**src/rtl/cas3d_pkg.sv**
```systemverilog
// ----------------------------------------------------------------------------
// cas3d_pkg: shared types and constants
// Widths, register indexes and controller-to-datapath command types.
// ----------------------------------------------------------------------------
package cas3d_pkg;

  localparam int MAX_X = 64;
  localparam int MAX_Y = 64;
  localparam int MAX_Z = 64;
  localparam int STORE_DEPTH = 2 * MAX_X * MAX_Y + 1;
  localparam int ADDR_W = $clog2(STORE_DEPTH);
  localparam int CNT_W = 19;

  localparam logic [2:0] REG_DIM_X  = 3'd0;
  localparam logic [2:0] REG_DIM_Y  = 3'd1;
  localparam logic [2:0] REG_DIM_Z  = 3'd2;
  localparam logic [2:0] REG_INV_DX = 3'd3;
  localparam logic [2:0] REG_INV_DY = 3'd4;
  localparam logic [2:0] REG_INV_DZ = 3'd5;

  localparam logic OP_PUSH  = 1'b0;
  localparam logic OP_DRAIN = 1'b1;

  typedef struct packed {
    logic              wr_en;
    logic [ADDR_W-1:0] wr_addr;
    logic              rd_en;
    logic [2:0]        rd_sel;
    logic [ADDR_W-1:0] rd_addr;
    logic [2:0]        steps_x;
    logic [2:0]        steps_y;
    logic [2:0]        steps_z;
    logic              calc_en;
    logic              acc_en;
    logic              mul_clr;
    logic [1:0]        mul_axis;
    logic              fin_en;
    logic [17:0]       voxel_index;
    logic              frame_last;
  } dp_cmd_t;

  // Sign-extend a Q7.8 value to 17 bits
  function automatic logic signed [16:0] sx17(input logic [15:0] v);
    sx17 = {v[15], v};
  endfunction

endpackage

```
**src/rtl/cas3d_ctrl.sv**
```systemverilog
// ----------------------------------------------------------------------------
// cas3d_ctrl: sequencer for push, drain and emit
// Keeps counts and config, fetches seven neighbors, steps the arithmetic.
// ----------------------------------------------------------------------------
module cas3d_ctrl (
  input  logic                    clk,
  input  logic                    rst_n,
  input  logic                    in_valid,
  output logic                    in_ready,
  input  logic                    in_opcode,
  output logic                    out_valid,
  input  logic                    out_ready,
  input  logic                    cfg_valid,
  output logic                    cfg_ready,
  input  logic [2:0]              cfg_index,
  input  logic [15:0]             cfg_data,
  output cas3d_pkg::dp_cmd_t      cmd,
  output logic [15:0]             inv_dx,
  output logic [15:0]             inv_dy,
  output logic [15:0]             inv_dz
);
  import cas3d_pkg::*;

  localparam logic [2:0] S_IDLE = 3'd0;
  localparam logic [2:0] S_SETUP = 3'd1;
  localparam logic [2:0] S_FETCH = 3'd2;
  localparam logic [2:0] S_CALC = 3'd3;
  localparam logic [2:0] S_OUT = 3'd4;

  logic [2:0] state_r, state_nxt;
  logic [6:0] dim_x_r, dim_y_r, dim_z_r;
  logic [15:0] inv_dx_r, inv_dy_r, inv_dz_r;
  logic [CNT_W-1:0] in_cnt_r, out_cnt_r;
  logic [ADDR_W-1:0] wptr_r, rptr_r;
  logic [6:0] cx_r, cy_r, cz_r;
  logic [3:0] step_r;
  logic last_r;
  logic [1:0] dim_wait_r;

  logic [6:0] nx, ny, nz;
  logic [12:0] plane;
  logic [CNT_W-1:0] total;
  assign nx = (dim_x_r == 7'd0) ? 7'd1 : (dim_x_r > 7'(MAX_X)) ? 7'(MAX_X) : dim_x_r;
  assign ny = (dim_y_r == 7'd0) ? 7'd1 : (dim_y_r > 7'(MAX_Y)) ? 7'(MAX_Y) : dim_y_r;
  assign nz = (dim_z_r == 7'd0) ? 7'd1 : (dim_z_r > 7'(MAX_Z)) ? 7'(MAX_Z) : dim_z_r;

  // plane and total registered continuously to keep multipliers off path
  logic [12:0] plane_r;
  logic [CNT_W-1:0] total_r;
  always_ff @(posedge clk) begin
    plane_r <= 13'(nx) * 13'(ny);
    total_r <= CNT_W'(plane_r) * CNT_W'(nz);
  end
  assign plane = plane_r;
  assign total = total_r;

  logic in_fire, out_fire, cfg_fire, cfg_dim, push, drain_ok;
  // input waits after reset or a dimension write until plane and total settle
  assign in_ready = (state_r == S_IDLE) && dim_wait_r == 2'd0;
  assign cfg_ready = 1'b1;
  assign in_fire = in_valid && in_ready;
  assign out_valid = (state_r == S_OUT);
  assign out_fire = out_valid && out_ready;
  assign cfg_fire = cfg_valid && cfg_ready;
  assign cfg_dim = cfg_fire && (cfg_index == REG_DIM_X || cfg_index == REG_DIM_Y ||
                                cfg_index == REG_DIM_Z);
  assign push = in_fire && in_opcode == OP_PUSH && in_cnt_r < total;
  assign drain_ok = in_fire && in_opcode == OP_DRAIN && in_cnt_r >= total &&
                    out_cnt_r < total;

  function automatic logic [ADDR_W-1:0] ring_add(input logic [ADDR_W-1:0] a,
                                                 input logic [13:0] d);
    logic [ADDR_W:0] s;
    s = {1'b0, a} + (ADDR_W+1)'(d);
    ring_add = (s >= (ADDR_W+1)'(STORE_DEPTH)) ? ADDR_W'(s - (ADDR_W+1)'(STORE_DEPTH))
                                                 : s[ADDR_W-1:0];
  endfunction
  function automatic logic [ADDR_W-1:0] ring_sub(input logic [ADDR_W-1:0] a,
                                                 input logic [13:0] d);
    logic [ADDR_W:0] s;
    s = {1'b0, a} + (ADDR_W+1)'(STORE_DEPTH) - (ADDR_W+1)'(d);
    ring_sub = (s >= (ADDR_W+1)'(STORE_DEPTH)) ? ADDR_W'(s - (ADDR_W+1)'(STORE_DEPTH))
                                                 : s[ADDR_W-1:0];
  endfunction

  // neighbor offsets for the current output voxel
  logic xlo, xhi, ylo, yhi, zlo, zhi;
  assign xlo = cx_r != 7'd0;
  assign xhi = (cx_r + 7'd1) < nx;
  assign ylo = cy_r != 7'd0;
  assign yhi = (cy_r + 7'd1) < ny;
  assign zlo = cz_r != 7'd0;
  assign zhi = (cz_r + 7'd1) < nz;

  logic [ADDR_W-1:0] fetch_addr;
  always_comb begin
    unique case (step_r)
      4'd1: fetch_addr = xlo ? ring_sub(rptr_r, 14'd1) : rptr_r;
      4'd2: fetch_addr = xhi ? ring_add(rptr_r, 14'd1) : rptr_r;
      4'd3: fetch_addr = ylo ? ring_sub(rptr_r, 14'(nx)) : rptr_r;
      4'd4: fetch_addr = yhi ? ring_add(rptr_r, 14'(nx)) : rptr_r;
      4'd5: fetch_addr = zlo ? ring_sub(rptr_r, 14'(plane)) : rptr_r;
      4'd6: fetch_addr = zhi ? ring_add(rptr_r, 14'(plane)) : rptr_r;
      default: fetch_addr = rptr_r;
    endcase
  end

  logic emit_go;
  always_comb begin
    state_nxt = state_r;
    emit_go = 1'b0;
    unique case (state_r)
      S_IDLE: begin
        if (push && (CNT_W'(in_cnt_r + 1'b1) >= CNT_W'(out_cnt_r + CNT_W'(plane) + 1'b1)))
          emit_go = 1'b1;
        if (drain_ok) emit_go = 1'b1;
        if (emit_go) state_nxt = S_SETUP;
      end
      S_SETUP: state_nxt = S_FETCH;
      S_FETCH: if (step_r == 4'd8) state_nxt = S_CALC;
      S_CALC:  if (step_r == 4'd7) state_nxt = S_OUT;
      S_OUT:   if (out_fire) state_nxt = S_IDLE;
      default: state_nxt = S_IDLE;
    endcase
  end

  always_ff @(posedge clk) begin
    if (!rst_n) begin
      state_r <= S_IDLE;
      in_cnt_r <= '0; out_cnt_r <= '0; wptr_r <= '0; rptr_r <= '0;
      cx_r <= '0; cy_r <= '0; cz_r <= '0; step_r <= '0; last_r <= 1'b0;
      dim_x_r <= 7'd64; dim_y_r <= 7'd64; dim_z_r <= 7'd64;
      inv_dx_r <= 16'd256; inv_dy_r <= 16'd256; inv_dz_r <= 16'd256;
      dim_wait_r <= 2'd2;
    end else begin
      state_r <= state_nxt;
      dim_wait_r <= cfg_dim ? 2'd2 : (dim_wait_r != 2'd0) ? dim_wait_r - 2'd1 : 2'd0;
      if (cfg_fire) begin
        unique case (cfg_index)
          REG_DIM_X: dim_x_r <= cfg_data[6:0];
          REG_DIM_Y: dim_y_r <= cfg_data[6:0];
          REG_DIM_Z: dim_z_r <= cfg_data[6:0];
          REG_INV_DX: inv_dx_r <= cfg_data;
          REG_INV_DY: inv_dy_r <= cfg_data;
          REG_INV_DZ: inv_dz_r <= cfg_data;
          default: ;
        endcase
        if (cfg_dim) begin
          in_cnt_r <= '0; out_cnt_r <= '0; wptr_r <= '0; rptr_r <= '0;
          cx_r <= '0; cy_r <= '0; cz_r <= '0;
        end
      end
      if (push) begin
        in_cnt_r <= in_cnt_r + 1'b1;
        wptr_r <= ring_add(wptr_r, 14'd1);
      end
      if (state_r == S_IDLE && emit_go) begin
        step_r <= '0;
        last_r <= drain_ok && (out_cnt_r + 1'b1 == total);
      end
      if (state_r == S_SETUP) step_r <= '0;
      if (state_r == S_FETCH) step_r <= (step_r == 4'd8) ? 4'd0 : step_r + 4'd1;
      if (state_r == S_CALC) step_r <= step_r + 4'd1;
      if (out_fire) begin
        if (last_r) begin
          in_cnt_r <= '0; out_cnt_r <= '0; wptr_r <= '0; rptr_r <= '0;
          cx_r <= '0; cy_r <= '0; cz_r <= '0;
        end else begin
          out_cnt_r <= out_cnt_r + 1'b1;
          rptr_r <= ring_add(rptr_r, 14'd1);
          if (cx_r + 7'd1 < nx) cx_r <= cx_r + 7'd1;
          else begin
            cx_r <= '0;
            if (cy_r + 7'd1 < ny) cy_r <= cy_r + 7'd1;
            else begin cy_r <= '0; cz_r <= cz_r + 7'd1; end
          end
        end
      end
    end
  end

  // command to datapath
  always_comb begin
    cmd = '0;
    cmd.wr_en = push;
    cmd.wr_addr = wptr_r;
    cmd.rd_en = (state_r == S_FETCH) && step_r < 4'd7;
    cmd.rd_sel = (state_r == S_FETCH && step_r < 4'd7) ? step_r[2:0] : 3'd7;
    cmd.rd_addr = fetch_addr;
    cmd.steps_x = 3'({1'b0, xlo} + {1'b0, xhi});
    cmd.steps_y = 3'({1'b0, ylo} + {1'b0, yhi});
    cmd.steps_z = 3'({1'b0, zlo} + {1'b0, zhi});
    // CALC steps: 0..2 derivatives, 3..5 products, 4..6 sums, 7 finish
    cmd.calc_en = (state_r == S_CALC) && step_r < 4'd3;
    cmd.mul_axis = (state_r == S_CALC && step_r < 4'd3) ? step_r[1:0] :
                   (state_r == S_CALC && step_r >= 4'd3 && step_r < 4'd6) ?
                   2'(step_r - 4'd3) : 2'd0;
    cmd.acc_en = (state_r == S_CALC) && step_r >= 4'd3 && step_r < 4'd6;
    cmd.mul_clr = (state_r == S_CALC) && step_r <= 4'd3;
    cmd.fin_en = (state_r == S_CALC) && step_r == 4'd7;
    cmd.voxel_index = out_cnt_r[17:0];
    cmd.frame_last = last_r;
  end

  assign inv_dx = inv_dx_r;
  assign inv_dy = inv_dy_r;
  assign inv_dz = inv_dz_r;

  // checks
  a_cnt_order: assert property (@(posedge clk) disable iff (!rst_n)
    out_cnt_r <= in_cnt_r) else $error("out count ahead of in count");
  a_no_in_busy: assert property (@(posedge clk) disable iff (!rst_n)
    state_r != S_IDLE |-> !in_ready) else $error("input taken while busy");
  a_out_hold: assert property (@(posedge clk) disable iff (!rst_n)
    out_valid && !out_ready |=> out_valid) else $error("result dropped");
endmodule

```
**config.mk**
```make
export PLATFORM = sky130hd
export DESIGN_NAME = cas3d_ctrl
export DESIGN_NICKNAME = d
export VERILOG_FILES = /design/src/rtl/cas3d_pkg.sv /design/src/rtl/cas3d_ctrl.sv
export SDC_FILE = /design/constraint.sdc
export NUM_CORES = 1
export LEC_CHECK = 0
export ABC_AREA = 1
export BUFFER_PORTS_ARGS = -buffer_cell sky130_fd_sc_hd__buf_4
export CAP_MARGIN = 20
export CORE_AREA = 2 2 263 265
export CTS_CLUSTER_SIZE = 12
export DETAILED_ROUTE_END_ITERATION = 8
export DIE_AREA = 0 0 265 267
export SYNTH_ARGS = -nofsm -noshare
export SYNTH_HDL_FRONTEND = slang
export SYNTH_SLANG_ARGS = --single-unit
```
**constraint.sdc**
```tcl
create_clock -name clk -period 5.4 [get_ports clk]
set_input_delay 0.54 -clock clk [delete_from_list [all_inputs] [get_ports clk]]
set_output_delay 0.54 -clock clk [all_outputs]
set_load 0.02 [all_outputs]
```
[Word level (Yosys, flattened, before mapping)]
Index checks and enable logic that the tools add are counted.
Cells by class
  bitwise logic cells: 3
  reductions and logical operators: 43
  $mul: 2
  equality and inequality tests: 22
  magnitude comparators: 22
  mux-type cells: 73
  add/subtract/negate cells: 28
Operator list (count)
  14-bit two-way mux: 22
  19-bit two-way mux: 9
  7-bit two-way mux: 23
  15-bit by 14-bit >= comparator with 1-bit output (second input constant): 7
  14-bit subtractor (second input constant): 7
  14-bit one-hot mux with 6 select lines: 1
  19-bit by 1-bit adder with 19-bit output (second input constant): 3
  19-bit >= comparator: 2
  19-bit less-than comparator: 2
  14-bit by 1-bit adder with 15-bit output (second input constant): 2
  7-bit by 1-bit adder with 7-bit output (second input constant): 3
  7-bit > comparator (second input constant): 3
  7-bit logical NOT: 3
  7-bit less-than comparator: 3
  7-bit nonzero test: 3
  4-bit two-way mux: 5
  19-bit by 13-bit adder with 19-bit output: 1
  19-bit equality test: 1
  13-bit by 7-bit multiplier with 19-bit output: 1
  1-bit logical AND: 18
  4-bit by 3-bit equality test with 1-bit output (second input constant): 4
  14-bit by 13-bit adder with 15-bit output: 1
  14-bit by 14-bit adder with 15-bit output (second input constant): 1
  14-bit by 7-bit adder with 15-bit output: 1
  other kinds (34): 67
Storage, ports and cells
  register bits: 198
  output and inout bits: 118

[Depth between registers and ports, before layout]
  word-level depth: 15
  gate-level depth with buffers: 30
  mapped depth without buffers: 29

[Least setup slack after synthesis]
No wires, ideal clock.
  path kind: register to register
  from: reg dim_z_r[6]
  to: reg total_r[16], in the netlist total[16]
  clock period less this slack: 4.788 ns
  library setup time: 0.112 ns
  stages on the path, launching flop included: 21
  data arrival time: 4.676 ns
  path buffers: 0
  path slack: 0.612 ns
  cell sequence: dfxtp_1 -> inv_2 -> nand2_1 -> clkinv_1 -> nand2_1 -> fa_1 -> fa_1 -> fa_1 -> inv_1 -> fa_1 -> ha_1 -> nand2_1 -> o21ai_0 -> a21oi_1 -> o21bai_1 -> a21oi_1 -> o21ai_0 -> nand3_1 -> or2_2 -> nand3_1 -> nand2_1
On the way
  word-level cells in the longest chain between the ends: 4
  elaborated cells on any way between the ends: 5
  classes of those cells: 1 x mul; 1 x order compare; 2 x mux; 1 x reduce/logical
Ends and longest elaborated chain
  start, declared: line cas3d_ctrl.sv:31  | logic [6:0] dim_x_r, dim_y_r, dim_z_r;
  start signal, assigned: line cas3d_ctrl.sv:142  | REG_DIM_Z: dim_z_r <= cfg_data[6:0];
  7-bit > comparator: line cas3d_ctrl.sv:45  | assign nz = (dim_z_r == 7'd0) ? 7'd1 : (dim_z_r > 7'(MAX_Z)) ? 7'(MAX_Z) : dim_z_r;
  7-bit two-way mux: line cas3d_ctrl.sv:45
  7-bit two-way mux (*): line cas3d_ctrl.sv:45
  13-bit by 7-bit multiplier with 19-bit output (*): line cas3d_ctrl.sv:52  | total_r <= CNT_W'(plane_r) * CNT_W'(nz);
  end signal, assigned: line cas3d_ctrl.sv:52
  end, declared: line cas3d_ctrl.sv:49  | logic [CNT_W-1:0] total_r;
Mark *: on every way between the ends. The rest lies on a longest branch, timed or not.
A chain may end at the register's enable or synchronous reset.

==> reports/qor_table.md <==
| Parameter | Reported | Unit |
|---|---|---|
| Clock tree from TritonCTS | built | - |
| Master cell of the clock root buffer | sky130_fd_sc_hd__clkbuf_16 | - |
| Area of the multi-input gates | 0.01721 | mm2 |
| Main combinational cell family by area after synthesis | simple AND/OR/NAND/NOR gates | - |
| Worst reg-to-reg path cell count | 19 | - |
| Share of final-layout standard cells stronger than drive strength 1 | 0.09336 | - |
| Std cell rows | 96 | - |
| Multiplexer area fraction after synthesis | 0 | - |
| HPWL reported at the end of detailed placement | 65,990 | um |
| First-pass iteration count of the detailed router | 6 | - |
| Worst Path Max Fanout | 10 | - |
| Start-to-end type of the worst setup path | register to primary output | - |
| Routed len/inst | 17.17 | um |
| Period utilization | 0.9711 | - |
| Endpoints failing setup | 0 | - |
| Post-detailed-route DRC marker count | 0 | - |
| CTS clock-pin slew for the worst setup and hold paths | 0.08 | ns |
| Pin count of the biggest net entering global routing | 75 | - |
| Via count of the routed design | 25,080 | - |
| Number of global-route vias before repair | 23,270 | - |
| Synth Cell Area | 0.02357 | mm2 |
| Area growth from synthesis to layout | 12.69 | % |
| Die height | 267 | um |
| Power share of the clock group | 0.348 | - |
| Overflow left after global routing | 0 | - |
| Final core utilization | 0.3907 | - |
| Post-Place Cell Area | 0.02576 | mm2 |
| Total Routing Usage GR | 0.2294 | - |
| Post-synth ARST share | 0 | - |
| Final worst clock skew | 0.01328 | ns |
| Required time of the critical path | 4.86 | ns |
| Internal power consumption | 2436 | uW |
| Number of instances in the placed design | 4,771 | - |
| Highest ir drop seen on vdd | 303.6 | uV |
| Post-synthesis share of cell area spent on xor and xnor gates | 0.06461 | - |
| Final Max Tran Viols | 0 | - |
| Rel. slew slack | 0.3544 | - |
| Critical Path AT | 4.70 | ns |
| Final hold viol count | 0 | - |
| Compound-gate portion of the synthesized area | 0.1248 | - |
| Fillers | 7,413 | - |
| Terminus of the critical flop-to-flop path | total[16]$_DFF_P_ | - |
| Count of routing violations after the opening detailed-route iteration | 2,165 | - |
| Ratio of total power to cell area | 143.2 | mW/mm2 |
| Instance count along the most critical hold path | 3 | - |
| Maximum count of clock buffers along a single path | 2 | - |
| Number of antenna violations at the first check in global routing | 2 | - |
| Switching power | 1368 | uW |
| Count of boundary I/O pins | 143 | - |
| YS warnings | 0 | - |
| Share of synthesized area occupied by flip-flops and latches | 0.1682 | - |
| Flop-to-flop setup slack | 0.32 | ns |
| Remaining antenna violation count | 0 | - |
| Worst Hold Launch | cfg_data[8] | - |
| Die Wd | 265 | um |
| Non-Filler Cell Area, Final | 0.02656 | mm2 |
| Least-Margin Pin Slew | 0.9674 | ns |
| Mean instance size in the synthesized netlist | 6.227 | um2 |
| Total Die Area | 0.07076 | mm2 |
| CP endpoint kind | primary output | - |
| CTS buffer count | 17 | - |
| Adder-cell share of the synthesized area | 0.1856 | - |
| Beginning of the worst register-to-register path | plane[2]$_DFF_P_ | - |
| Number of maximum-capacitance violations | 0 | - |
| Worst setup slack after layout | 0.1562 | ns |
| Number of instances in the synthesized netlist | 3,785 | - |
| Final nets | 4,244 | - |
| Core region area | 0.06799 | mm2 |
| Post-CTS Hold Fix Bufs | 0 | - |
| Clock insertion delay at the later pin of the skew report | 0.50 | ns |
| Final Instance Count excl. Fillers | 4,813 | - |
| TNS Setup | 0 | ns |
| Number of port buffers | 138 | - |
| Simple-gate area share of the yosys netlist | 0.3480 | - |
| Yosys reg bits | 198 | - |
| Wire length of the first global-routing pass | 128,300 | um |
| Minimum clock period | 5.244 | ns |
| Synth cell types | 61 | - |
| Avg Vias per Cell | 5.211 | - |
| Initial core utilization | 0.3467 | - |
| EDFF count, synth | 0 | - |
| Combinational share of power | 0.241 | - |
| RSZ-0062 raised after global routing | true | - |
| Fraction of power spent switching nets | 0.3596 | - |
| Setup slack after placement | 0.2898 | ns |
| H-Tree Depth | 4 | - |
| End point of the worst hold path | inv_dy[8]$_SDFFE_PN1P_ | - |
| P_leak | 0.01384 | uW |
| Number of sinks handled by clock tree synthesis | 198 | - |
| Sequential Power Share | 0.412 | - |
| Sequential standard cell area | 0.003978 | mm2 |
| Most frequently used flop master after synthesis | sky130_fd_sc_hd__dfxtp_1 | - |
| Placer congestion estimate | 1.003 | - |
| Fmax achieved | 0.1907 | GHz |
| Type of origin of the critical path | register | - |
| Diode insertion count for antenna repair | 0 | - |
| Status | complete, no violations | - |
| Detailed-route wire length | 82,630 | um |
| Worst hold path class | primary input to register | - |
-- through the flow --
step	hold WS, ns	power, uW
floorplan	0.4217	2195
CTS	0.2291	3839
finish	0.2670	3804
global route	0.2594	3997
global placement	0.4372	2499
detailed placement	0.4453	2503
-- worst max path at each step --
stage | startpoint | to | slack (ns)
final | rptr_r[7]$_SDFFE_PN0P_ | cmd[42] | 0.16
after CTS | rptr_r[7]$_SDFFE_PN0P_ | cmd[36] | 0.04
after global routing | rptr_r[5]$_SDFFE_PN0P_ | cmd[36] | -0.03
after floorplan | dim_z_r[6]$_SDFFE_PN1P_ | total[16]$_DFF_P_ | 0.61
after global placement | plane[2]$_DFF_P_ | total[16]$_DFF_P_ | 0.35
after detailed placement | plane[1]$_DFF_P_ | state_r[0]$_SDFFE_PN0P_ | 0.29
-- placed cells by master (no fill, tap or decap), types with 46 or more instances in the layout --
master and instances:
sky130_fd_sc_hd__a21oi_1 268, sky130_fd_sc_hd__buf_4 229, sky130_fd_sc_hd__dfxtp_1 191, sky130_fd_sc_hd__fa_1 81, sky130_fd_sc_hd__ha_1 217, sky130_fd_sc_hd__inv_1 497
sky130_fd_sc_hd__nand2_1 1016, sky130_fd_sc_hd__nand3_1 215, sky130_fd_sc_hd__nand4_1 114, sky130_fd_sc_hd__nor2_1 446, sky130_fd_sc_hd__nor3_1 46, sky130_fd_sc_hd__o21ai_0 179
sky130_fd_sc_hd__xor2_1 133
-- worst max-delay path, cell delays in order (launching register included) --
cell and delay (ns):
sky130_fd_sc_hd__dfxtp_1 0.53, sky130_fd_sc_hd__buf_4 0.26, sky130_fd_sc_hd__clkinvlp_4 0.26, sky130_fd_sc_hd__nand3_1 0.21, sky130_fd_sc_hd__nand2_4 0.14, sky130_fd_sc_hd__ha_1 0.40
sky130_fd_sc_hd__nand2_1 0.11, sky130_fd_sc_hd__nor2_1 0.20, sky130_fd_sc_hd__nand3_1 0.14, sky130_fd_sc_hd__nand3_1 0.11, sky130_fd_sc_hd__nand2_1 0.05, sky130_fd_sc_hd__nand2_1 0.22
sky130_fd_sc_hd__nand3_1 0.17, sky130_fd_sc_hd__nor2_1 0.12, sky130_fd_sc_hd__nand3_1 0.09, sky130_fd_sc_hd__nand3_1 0.16, sky130_fd_sc_hd__buf_4 0.19, sky130_fd_sc_hd__nand2_1 0.06
sky130_fd_sc_hd__nand2_1 0.11, sky130_fd_sc_hd__nand2_1 0.06, sky130_fd_sc_hd__nand2_1 0.06, sky130_fd_sc_hd__nand2_1 0.14, sky130_fd_sc_hd__nor2_1 0.14, sky130_fd_sc_hd__nand3_1 0.10
sky130_fd_sc_hd__buf_4 0.18
-- flip-flops by register name, summed over array words and instances, names as in the netlist --
| signal | flops |
|---|---|
| cx_r | 7 |
| cy_r | 7 |
| cz_r | 7 |
| dim_wait_r | 2 |
| dim_x_r | 7 |
| dim_y_r | 7 |
| dim_z_r | 7 |
| in_cnt_r | 19 |
| inv_dx | 16 |
| inv_dy | 16 |
| inv_dz | 16 |
| last_r | 1 |
| out_cnt_r | 19 |
| plane | 13 |
| rptr_r | 14 |
| state_r | 3 |
| step_r | 4 |
| total | 19 |
| wptr_r | 14 |
-- synth_stat cells, types with 5 or more instances --
library cell | instances | area share
sky130_fd_sc_hd__o21bai_1 | 13 | 0.0041
sky130_fd_sc_hd__o21ai_0 | 183 | 0.039
sky130_fd_sc_hd__nor3_1 | 48 | 0.010
sky130_fd_sc_hd__ha_1 | 220 | 0.12
sky130_fd_sc_hd__buf_4 | 31 | 0.0099
sky130_fd_sc_hd__clkinv_1 | 12 | 0.0019
sky130_fd_sc_hd__inv_2 | 10 | 0.0016
sky130_fd_sc_hd__nor2_4 | 11 | 0.0053
sky130_fd_sc_hd__nor2_1 | 454 | 0.072
sky130_fd_sc_hd__xor2_1 | 135 | 0.050
sky130_fd_sc_hd__dfxtp_1 | 198 | 0.17
sky130_fd_sc_hd__nand2_2 | 14 | 0.0037
sky130_fd_sc_hd__clkbuf_1 | 70 | 0.011
sky130_fd_sc_hd__nand3_2 | 6 | 0.0025
sky130_fd_sc_hd__nor4_1 | 9 | 0.0024
sky130_fd_sc_hd__nand3_1 | 216 | 0.046
sky130_fd_sc_hd__o211ai_1 | 18 | 0.0057
sky130_fd_sc_hd__a21o_1 | 6 | 0.0019
sky130_fd_sc_hd__inv_1 | 497 | 0.079
sky130_fd_sc_hd__o21ai_1 | 5 | 0.0011
sky130_fd_sc_hd__a211oi_1 | 6 | 0.0019
sky130_fd_sc_hd__fa_1 | 81 | 0.069
sky130_fd_sc_hd__o22ai_1 | 12 | 0.0032
sky130_fd_sc_hd__a21oi_1 | 270 | 0.057
sky130_fd_sc_hd__or2_2 | 10 | 0.0027
sky130_fd_sc_hd__xnor2_1 | 37 | 0.014
sky130_fd_sc_hd__a31oi_1 | 6 | 0.0016
sky130_fd_sc_hd__buf_2 | 14 | 0.0030
sky130_fd_sc_hd__nand3b_1 | 10 | 0.0032
sky130_fd_sc_hd__nand2_1 | 1019 | 0.16
sky130_fd_sc_hd__nand4_1 | 114 | 0.030
-- area by class of cell --
class                           count  share of cell area
Clock inverter                     14            0.005747
Multi-Input combinational cell   2951              0.6480
Sequential cell                   198              0.1498
Timing Repair Buffer              230             0.06492
Inverter                          520             0.07387
Clock buffer                       18             0.01616
Tap cell                          882             0.04155
-- layer usage --
metal | track usage | routed length [um] | vias up
li1 | - | - | 12460
met1 | 0.3123 | 37590 | 11570
met2 | 0.3755 | 37010 | 903
met3 | 0.03063 | 5704 | 149
met4 | 0.07085 | 2312 | 2
met5 | 0 | 11 | -
-- power by group through the flow --
stage | combinational, uW | sequential [uW] | clock, uW
global placement | 899 | 1600 | 0
global route | 1020 | 1580 | 1410
floorplan | 586 | 1610 | 0
CTS | 907 | 1570 | 1360
finish | 915 | 1570 | 1320
detailed placement | 902 | 1600 | 0
-- what timing repair did --
item	in CTS	in global routing
pin swaps	0	4
buffers inserted	0	8
setup endpoints to repair	14	16
gates cloned	0	1
resized for setup	3	37
-- kinds of logic after synthesis --
family	after synthesis
AND/OR/NAND/NOR	1929
flip-flops	198
other	2
AO/OA/AOI/OAI	543
XOR/XNOR	173
adder cells (fa/ha/maj)	301
buffers and inverters	639
(Power assumes the default switching activity.)
